### src/hw/rtl/pfoc_pkg.sv
// Types and constants of the per-type free-object cache.
`default_nettype none
package pfoc_pkg;

    localparam int TYPE_ID_W = 4;
    localparam int HANDLE_W  = 32;
    localparam int PEAK_W    = 16;

    localparam logic [PEAK_W-1:0] RUN_MAX = {PEAK_W{1'b1}};

    // request command codes
    localparam logic CMD_PUSH  = 1'b0;
    localparam logic CMD_QUERY = 1'b1;

    // controller to datapath commands
    typedef struct packed {
        logic capture;   // latch the request, start the per-type state read
        logic exec;      // update per-type state and the handle store
        logic load_out;  // move the result into the response register
    } t_ctl_cmd;

endpackage
`default_nettype wire

### src/hw/rtl/pfoc_ctrl.sv
// Request sequencer of the free-object cache.
`default_nettype none
module pfoc_ctrl (
    input  wire logic               i_clk,
    input  wire logic               i_rst_n,
    input  wire logic               i_req_valid,
    input  wire logic               i_rsp_ready,
    output logic                    o_req_ready,
    output logic                    o_rsp_valid,
    output pfoc_pkg::t_ctl_cmd      o_cmd
);

    typedef enum logic [1:0] {
        S_IDLE,
        S_EXEC,
        S_RESP
    } t_state;

    t_state r_state;
    logic   r_req_ready;
    logic   r_rsp_valid;
    logic   load_out;

    assign load_out = (r_state == S_RESP) && (!r_rsp_valid || i_rsp_ready);

    assign o_cmd.capture  = i_req_valid && r_req_ready;
    assign o_cmd.exec     = (r_state == S_EXEC);
    assign o_cmd.load_out = load_out;
    assign o_req_ready    = r_req_ready;
    assign o_rsp_valid    = r_rsp_valid;

    always_ff @(posedge i_clk) begin
        if (!i_rst_n) begin
            r_state     <= S_IDLE;
            r_req_ready <= 1'b1;
            r_rsp_valid <= 1'b0;
        end else begin
            if (load_out) begin
                r_rsp_valid <= 1'b1;
            end else if (i_rsp_ready) begin
                r_rsp_valid <= 1'b0;
            end
            unique case (r_state)
                S_IDLE: begin
                    if (i_req_valid) begin
                        r_state     <= S_EXEC;
                        r_req_ready <= 1'b0;
                    end
                end
                S_EXEC: begin
                    r_state <= S_RESP;
                end
                S_RESP: begin
                    if (load_out) begin
                        r_state     <= S_IDLE;
                        r_req_ready <= 1'b1;
                    end
                end
                default: begin
                    r_state     <= S_IDLE;
                    r_req_ready <= 1'b1;
                end
            endcase
        end
    end

endmodule
`default_nettype wire

### config.mk
export PLATFORM = sky130hd
export DESIGN_NAME = pfoc_ctrl
export DESIGN_NICKNAME = d
export VERILOG_FILES = /design/src/hw/rtl/pfoc_pkg.sv /design/src/hw/rtl/pfoc_ctrl.sv
export SDC_FILE = /design/constraint.sdc
export NUM_CORES = 1
export LEC_CHECK = 0
export BUFFER_PORTS_ARGS = -buffer_cell sky130_fd_sc_hd__buf_4
export CAP_MARGIN = 20
export CORE_AREA = 2 2 39 41
export CTS_BUF_LIST = sky130_fd_sc_hd__clkbuf_8
export DETAILED_ROUTE_END_ITERATION = 6
export DIE_AREA = 0 0 41 43
export SLEW_MARGIN = 0
export SYNTH_ARGS = -nofsm -noshare
export SYNTH_HDL_FRONTEND = slang
export SYNTH_SLANG_ARGS = --single-unit
export TNS_END_PERCENT = 50
### constraint.sdc
create_clock -name i_clk -period 2.4 [get_ports i_clk]
set_input_delay 0.12 -clock i_clk [delete_from_list [all_inputs] [get_ports i_clk]]
set_output_delay 0.12 -clock i_clk [all_outputs]
set_load 0.02 [all_outputs]
==> impl_metrics.py, run 1 <==
metrics = {
    "power_and_ir_drop": {
        "ir_drop_mv": 0.1298,
        "power_density_nw_per_um2": 811.6,
        "power_frac_clock_pct": 57.2,
        "total_power_mw": 0.2417,
        "p_comb_share_pct": 12.0,
        "power_leakage_nw": 0.1273,
        "p_int_mw": 0.1935,
        "swShare_pct": 19.92,
        "power_switching_mw": 0.04815,
        "p_seq_share_pct": 30.8,
    },
    "sta": {
        "fin_crit_ns": 1.070,
        "fin_setup_tns_ns": 0,
        "hold_ws_ns": 0.1167,
        "final_hold_viol_count": 0,
        "worstMarginPinSlew_ns": 0.2551,
        "skew_ns": 0.0002982,
        "maxSlewViolCount": 0,
        "rsz0062_at_grt": "no",
        "relSlewSlack_pct": 82.75,
        "period_share_pct": 44.58,
        "timing.fmax_ghz": 0.9347,
        "setup_viol": 0,
    },
    "placement": {
        "post-dp-hpwl_um": 280.6,
        "portBuffers": 8,
        "finalWeightedCongestion": 0.5932,
    },
    "drt": {
        "post_drt_wl_per_cell_um": 8.341,
        "drt_iter0_drc": 1,
        "drcViolationCount": 0,
        "vias": 153,
        "dr.pass1.iters": 4,
        "drtAntennaViolNets": 0,
        "via_per_inst": 3.477,
        "finalWirelength_um": 367,
    },
    "global_route": {
        "overflow": 0,
        "grt_start_max_net_pins": 6,
        "grt_use_total_pct": 5.517,
        "grt_pass1_wl_um": 538,
        "grt_pass1_vias": 136,
        "antenna_found_initial": 0,
    },
    "critical_path": {
        "r2r_cells": 2,
        "critPathLaunch": "r_state[0]",
        "r2r-end": "r_state[1]",
        "crit_type": "flip-flop to output pin",
        "end_kind": "output pin",
        "critPathCapture": "o_cmd[0]",
        "worstPathRequired_ns": 2.28,
        "cp_max_fo": 5,
        "cp-start-kind": "flip-flop",
        "worst-endpoint-arrival_ns": 0.95,
        "r2r_slack_ns": 1.55,
        "rr_startpoint": "r_state[1]",
    },
    "clock_network": {
        "hold_buffers": 0,
        "cts_setup_buffers": 0,
        "path_clk_slew_ns": 0.03,
        "clock_sinks": 4,
        "clock_latency_ns": 0.21,
        "cts_root_buf": "clkbuf_8",
        "clock_path_buffers": 2,
        "cts_resized": 0,
        "cts_buffers": 3,
        "h-tree-depth": 1,
        "cts_tree": "yes",
    },
    "finish": {
        "final_core_util_pct": 21.52,
        "area_delta_synth_final_pct": 61.91,
        "final_cell_mix": "8 x buf_4, 4 x dfxtp_1, 3 x clkbuf_8, 2 x nand2b_1, 2 x and2_1",
        "diodes": 0,
        "final_nets": 34,
        "nFillCells": 149,
        "drive_above_1_share_pct": 42.86,
        "layout_commonest_cell": "buf_4",
    },
    "yosys": {
        "netlist.area_leader.share_pct": 43.54,
        "netlist_area_um2": 183.9,
        "synth_nets": 22,
        "netlist_instances": 18,
        "yosysTopAreaCell": "dfxtp_1",
        "avgSynthCellArea_um2": 10.22,
        "ys_top_cells_by_area": "dfxtp_1 44%, and2_1 6.8%, and4bb_1 6.8%, nand2b_1 6.8%, and2b_4 5.4%",
        "ys_warn_count": 0,
        "ys_seq_elements": 4,
        "synth_cell_type_count": 13,
        "ys_seq_area_share_pct": 43.54,
    },
    "die": {
        "die_w_um": 41,
        "ios": 9,
        "die_area_um2": 1763,
        "start_util_pct": 13.29,
        "num_rows": 14,
        "core-area_um2": 1384,
        "dieHeight_um": 43,
    },
    "run": {
        "maxCapViolCount": 0,
    },
    "min_path": {
        "min_path_type": "input port to flip-flop",
    },
    "run_status": {
        "status": "completed",
    },
}
cells in the mapped netlist (all sizes together):
cell type,number
a21boi,1
nor4b,1
and4bb,1
buf,1
and2b,1
and2,2
o31ai,1
nor2,1
dfxtp,4
o21a,1
nor2b,1
nand2b,2
nor3b,1
worst min path at each step:
stage                 start     endpoint  slack (ns)  depth (start not counted)
floorplan           i_rst_n  o_req_ready        0.19                          1
global placement    i_rst_n  o_req_ready        0.33                          2
detailed placement  i_rst_n  o_req_ready        0.34                          2
CTS                 i_rst_n  o_req_ready        0.11                          2
global route        i_rst_n  o_req_ready        0.12                          2
finish              i_rst_n  o_req_ready        0.12                          2
cell families (layout without fill, tap and decap cells):
group | Yosys count | count (layout) | share of synthesized area [%]
compound gates | 3 | 3 | 12.25
buf+inv | 1 | 11 | 4.083
simple gates | 10 | 10 | 40.14
flops | 4 | 4 | 43.54
routing by layer:
layer,vias to the layer above,wire (um),track usage (%)
li1,84,-,-
met1,62,145,4.808
met2,7,164,5.938
met3,0,57,6.283
met4,0,0,6.000
met5,-,0,0
metrics by stage:
stage          cells  worst slack [ns]  instance area [um^2]
2_1_floorplan     18             1.484                 183.9
3_3_place_gp      41             1.553                 256.5
3_5_place_dp      41             1.546                 256.5
4_1_cts           44             1.316                 297.8
5_1_grt           44             1.268                 297.8
6_report          44             1.330                 297.8
worst max-delay path, stage by stage (launching register included):
cell and delay, ns:
dfxtp_1 0.33, nand2b_1 0.16, nor2b_1 0.11, buf_4 0.14
final cells by class:
cell class	count	area (um^2)	area share, %
Tap cell	16	20.02	6.723
Timing Repair Buffer	8	60.06	20.17
Multi-Input combinational cell	13	96.34	32.35
Sequential cell	4	80.08	26.89
Clock buffer	3	41.29	13.87
sequential cells by signal, summed over array words and instances, names as in the netlist:
register,cells
r_state,2
o_req_ready,1
o_rsp_valid,1
power by group through the flow:
stage | Sequential, mW | Clock [mW] | Combinational, mW
after floorplan | 0.0773 | 0 | 0.0143
after global placement | 0.0754 | 0 | 0.0292
after detailed placement | 0.0755 | 0 | 0.0293
after CTS | 0.0746 | 0.145 | 0.0294
after global routing | 0.0750 | 0.145 | 0.0314
final | 0.0745 | 0.138 | 0.0289
Power figures use the tool's default switching activity.
==> run 2, diff against run 1 <==
- ABC_AREA: not set -> 1
- clock period: 2.4 -> 1 ns (I/O delays scaled with it)
==> run 2 against run 1 <==
Net effect:
- power increased by 140%
- combinational power increased to 2.7 times the previous value
- non-clock buffer count increased by 2
- cell area increased by 7.6%
- synthesized cell count increased by 39%
- via count increased by 24%
- sequential share of layout area decreased by 1.1 points
- hold slack got worse by 0.056 ns
- critical path type unchanged
- critical endpoint unchanged
- largest cell class is now flip-flops and latches
- largest power group unchanged
==> impl_metrics.py, run 2 <==
metrics = {
    "yosys": {
        "yosysTopAreaCell": "dfxtp_1",
        "ys_warn_count": 0,
        "netlist.area_leader.share_pct": 43.54,
        "netlist_area_um2": 183.9,
        "synthFlopType": "dfxtp_1",
        "ys_seq_area_share_pct": 43.54,
        "netlist_instances": 25,
        "synth_nets": 29,
        "synthTopCellsByCount": "5 x inv_1, 5 x nand2_1, 4 x dfxtp_1, 2 x a21oi_1",
        "avgSynthCellArea_um2": 7.357,
        "synth_cell_type_count": 13,
        "ys_top_cells_by_area": "dfxtp_1 44%, inv_1 10%, nand2_1 10%, nor2_4 6.1%, a21oi_1 5.4%",
        "synth_async_sr_flop_share_pct": 0,
        "ys_seq_elements": 4,
        "synth_edf_count": 0,
    },
    "finish": {
        "final_nets": 43,
        "largest-register": "r_state",
        "seq_area_um2": 82.58,
        "diodes": 0,
        "stdcell_area_um2": 320.3,
        "largest_reg_flops": 2,
        "layout_commonest_cell": "buf_4",
        "area_delta_synth_final_pct": 74.15,
        "drive_above_1_share_pct": 51.35,
        "multi_input_area_um2": 78.83,
        "final_cell_mix": "10 x buf_4, 5 x nand2_1, 5 x inv_1, 3 x clkbuf_8",
        "layoutNonFillerInstCount": 53,
        "nFillCells": 157,
    },
    "die": {
        "num_rows": 14,
        "die_area_um2": 1763,
        "start_util_pct": 13.29,
        "die_w_um": 41,
        "core-area_um2": 1384,
        "ios": 9,
        "dieHeight_um": 43,
    },
    "clock_network": {
        "clock_sinks": 4,
        "clock_latency_ns": 0.21,
        "path_clk_slew_ns": 0.03,
        "cts_buffers": 3,
        "cts_root_buf": "clkbuf_8",
        "h-tree-depth": 1,
        "clock_path_buffers": 2,
        "cts_tree": "yes",
    },
    "sta": {
        "setup_viol": 0,
        "worstMarginPinSlew_ns": 0.1425,
        "maxSlewViolCount": 0,
        "final_hold_viol_count": 0,
        "finalWorstSetupSlack_ns": 0.02559,
        "fin_crit_ns": 0.9744,
        "relSlewSlack_pct": 90.43,
        "rsz0062_at_grt": "yes",
        "period_share_pct": 97.44,
        "timing.fmax_ghz": 1.026,
        "skew_ns": 0.0003633,
        "fin_setup_tns_ns": 0,
    },
    "critical_path": {
        "worstPathRequired_ns": 0.95,
        "cp_cell_sequence": "inv_2 > nor2_4 > inv_1 > nor2_1 > buf_4",
        "crit_type": "flip-flop to output pin",
        "cp_max_fo": 2,
        "crit_family": "flip-flops",
        "worst-endpoint-arrival_ns": 0.92,
        "end_kind": "output pin",
        "max_stage_delay_ns": 0.32,
        "cp_num_buf_inv": 3,
        "slowest_stage": "dfxtp_2",
        "cp-start-kind": "flip-flop",
    },
    "run": {
        "maxCapViolCount": 0,
    },
    "drt": {
        "via_per_inst": 3.585,
        "vias": 190,
        "drcViolationCount": 0,
        "dr.pass1.iters": 2,
        "finalWirelength_um": 365,
        "drt_iter0_drc": 2,
        "post_drt_wl_per_cell_um": 6.887,
        "drtAntennaViolNets": 0,
    },
    "placement": {
        "dpl_cell_area_um2": 256.5,
        "dp_slack_ns": 0.08042,
        "post-dp-hpwl_um": 277.5,
        "portBuffers": 8,
        "post-place-cells": 48,
        "finalWeightedCongestion": 0.5743,
    },
    "min_path": {
        "min_path_type": "input port to flip-flop",
    },
    "power_and_ir_drop": {
        "power_density_nw_per_um2": 1822,
        "power_leakage_nw": 0.1617,
        "ir_drop_mv": 0.3857,
    },
    "global_route": {
        "overflow": 0,
        "grt_start_max_net_pins": 4,
        "grt_pass1_vias": 187,
        "grt_pass1_wl_um": 648,
        "grt_use_total_pct": 6.332,
        "antenna_found_initial": 0,
    },
    "run_status": {
        "status": "completed",
    },
}
[run 2: kinds of logic (layout without fill, tap and decap cells)]
group,after synthesis,in the layout,synth area share [%]
flops,4,4,43.54
compound gates,3,3,9.526
simple gates,11,11,30.61
buf+inv,7,19,16.33
[run 2: layout make-up]
class | instances | share of cell area (%)
timing repair buffer | 10 | 23.44
inverter | 6 | 7.031
multi-input combinational | 14 | 24.61
clock buffer | 3 | 12.89
tap | 16 | 6.250
sequential | 4 | 25.78
[run 2: repair_timing]
item                                   4_1_cts  5_1_grt
hold buffers                                 0        0
gates resized for setup                      2        1
pin swaps                                    1        2
buffers inserted                             2        0
endpoints found under the hold margin        0        0
setup endpoints to repair                    1        2
[run 2: stage by stage]
step	power (mW)	hold WS [ns]	utilization (%)
after detailed placement	0.2508	0.2827	18.54
after floorplan	0.2185	0.1676	-
final	0.5837	0.06039	23.15
after global placement	0.2497	0.2770	18.54
after CTS	0.5958	0.06230	23.06
after global routing	0.6224	0.06384	23.15
[run 2: path summary, 6_finish.rpt]
check                           depth (start not counted)  slack [ns]          end        from
worst max-delay path                                    5        0.03     o_cmd[0]  r_state[1]
worst min-delay path                                    2        0.06  o_rsp_valid     i_rst_n
worst max register to register                          6        0.08  o_req_ready  r_state[1]
worst min register to register                          1        0.44   r_state[0]  r_state[0]
[run 2: metal layers]
metal  up-vias  global-route usage (%)  share of wire, %
met4         0                   10.00               3.3
li1         98                       -                 -
met5         -                       0                 0
met1        82                   3.871                32
met2         8                   9.375                53
met3         2                   3.141                10
[run 2: where the power goes]
group | internal (mW) | total, mW | switching, mW
registers | 0.171 | 0.178 | 0.00685
logic | 0.0369 | 0.0775 | 0.0406
clock network | 0.256 | 0.328 | 0.0727
==> run 3, diff against run 2 <==
- ABC_AREA: 1 -> 0
==> run 3 against run 2 <==
Net effect:
- clock power rose by 3%
- final cell count fell by 17%
- largest power group unchanged
- die area did not move
- wire length rose by 8.5%
- largest cell class is now multi-input combinational cells
- combinational power fell by 7.6%
- first-iteration DRC count fell by 50%
- core utilization fell by 0.90 points
- non-clock buffer count fell by 2
- count of clock-buffer cells in the layout did not move
==> impl_metrics.py, run 3 (synthesis gave the netlist of run 1 again) <==
metrics = {
    "die": {
        "die_w_um": 41,
        "die_area_um2": 1763,
        "ios": 9,
        "core-area_um2": 1384,
        "dieHeight_um": 43,
        "start_util_pct": 13.29,
        "num_rows": 14,
    },
    "finish": {
        "layout_commonest_cell": "buf_4",
        "largest_reg_flops": 2,
        "final_cell_mix": "8 x buf_4, 3 x clkbuf_8, 2 x and2_1, 2 x dfxtp_1, 2 x dfxtp_2",
        "drive_above_1_share_pct": 53.57,
        "area_delta_synth_final_pct": 67.35,
        "largest-register": "r_state",
        "diodes": 0,
        "final_nets": 34,
    },
    "clock_network": {
        "cts_setup_buffers": 0,
        "cts_tree": "yes",
        "clock_latency_ns": 0.22,
        "h-tree-depth": 1,
        "path_clk_slew_ns": 0.03,
        "hold_buffers": 0,
        "cts_root_buf": "clkbuf_8",
        "clock_sinks": 4,
        "clock_path_buffers": 2,
        "cts_buffers": 3,
    },
    "sta": {
        "timing.fmax_ghz": 1.013,
        "worstMarginPinSlew_ns": 0.2582,
        "relSlewSlack_pct": 82.54,
        "fin_crit_ns": 0.9869,
        "maxSlewViolCount": 0,
        "skew_ns": 0.0007471,
        "period_share_pct": 98.69,
        "setup_viol": 0,
        "final_hold_viol_count": 0,
        "hold_ws_ns": 0.04473,
        "rsz0062_at_grt": "yes",
    },
    "critical_path": {
        "end_kind": "output pin",
        "worst-endpoint-arrival_ns": 0.94,
        "critPathLaunch": "r_state[1]",
        "cp-start-kind": "flip-flop",
        "r2r-end": "r_state[1]",
        "crit_family": "flip-flops",
        "cp_max_fo": 5,
        "cp_num_buf_inv": 1,
        "rr_startpoint": "r_state[1]",
        "r2r_cells": 2,
        "slowest_stage": "dfxtp_2",
        "worstPathRequired_ns": 0.95,
        "r2r_slack_ns": 0.15,
        "max_stage_delay_ns": 0.37,
        "crit_type": "flip-flop to output pin",
        "cp_cell_sequence": "and2b_4 > buf_4",
    },
    "drt": {
        "drt_iter0_drc": 1,
        "finalWirelength_um": 396,
        "post_drt_wl_per_cell_um": 9.000,
        "dr.pass1.iters": 4,
        "drcViolationCount": 0,
        "drtAntennaViolNets": 0,
        "vias": 166,
        "via_per_inst": 3.773,
    },
    "placement": {
        "finalWeightedCongestion": 0.6100,
        "portBuffers": 8,
    },
    "global_route": {
        "gr-usage-met1_pct": 6.390,
        "antenna_found_initial": 0,
        "grt_util_met3_pct": 4.712,
        "overflow": 0,
        "grt_start_max_net_pins": 6,
        "grt_pass1_wl_um": 607,
        "grt.busiest_layer": "met4",
        "grt_util_met2_pct": 5.625,
        "grt_pass1_vias": 144,
        "grt_use_total_pct": 6.513,
    },
    "power_and_ir_drop": {
        "power_leakage_nw": 0.1308,
        "ir_drop_mv": 0.5105,
        "power_density_nw_per_um2": 1925,
        "total_power_mw": 0.5924,
    },
    "min_path": {
        "hp-start": "i_rst_n",
        "min_to": "o_req_ready",
        "min_path_type": "input port to flip-flop",
        "holdPathStages": 2,
    },
    "run_status": {
        "status": "completed",
    },
    "run": {
        "maxCapViolCount": 0,
    },
}
-- run 3: cell type report --
class | count | area [um^2]
fill | 159 | 1076
multi-input combinational | 13 | 103.9
tap | 16 | 20.02
clock buffer | 3 | 41.29
sequential | 4 | 82.58
timing repair buffer | 8 | 60.06
-- run 3: how the worst max path moves through the flow --
stage / to / slack, ns / depth (start not counted)
final: o_cmd[1] / 0.01 / 2
after global routing: o_cmd[0] / -0.03 / 3
after CTS: o_cmd[0] / 0.001 / 3
after detailed placement: r_state[1] / 0.15 / 2
after global placement: r_state[1] / 0.15 / 2
after floorplan: o_req_ready / 0.11 / 2
-- run 3: power breakdown --
group	internal (mW)	switching, mW	leakage [nW]
Combinational	0.0407	0.0309	0.0756
Clock	0.257	0.0826	0.0216
Sequential	0.171	0.0106	0.0337
-- run 3: timing repair --
action	in CTS	in global routing
endpoints found under the hold margin	0	0
gates cloned	0	0
gates resized for setup	2	1
endpoints found under the setup margin	2	1
-- run 3: routing by layer --
metal / wire (um) / up-vias
met5: 0 / -
met4: 23 / 0
met3: 62 / 4
met2: 145 / 13
met1: 164 / 67
li1: - / 82
-- run 3: per-stage QoR --
step           setup slack, ns  setup TNS (ns)  util (%)  instance area [um^2]  cells
6_report               0.01313               0     22.24                 307.8     44
5_1_grt               -0.02929        -0.04558     22.24                 307.8     44
4_1_cts               0.001362               0     21.70                 300.3     44
3_5_place_dp            0.1454               0     18.54                 256.5     41
3_3_place_gp            0.1483               0     18.54                 256.5     41
2_1_floorplan           0.1070               0         -                 183.9     18
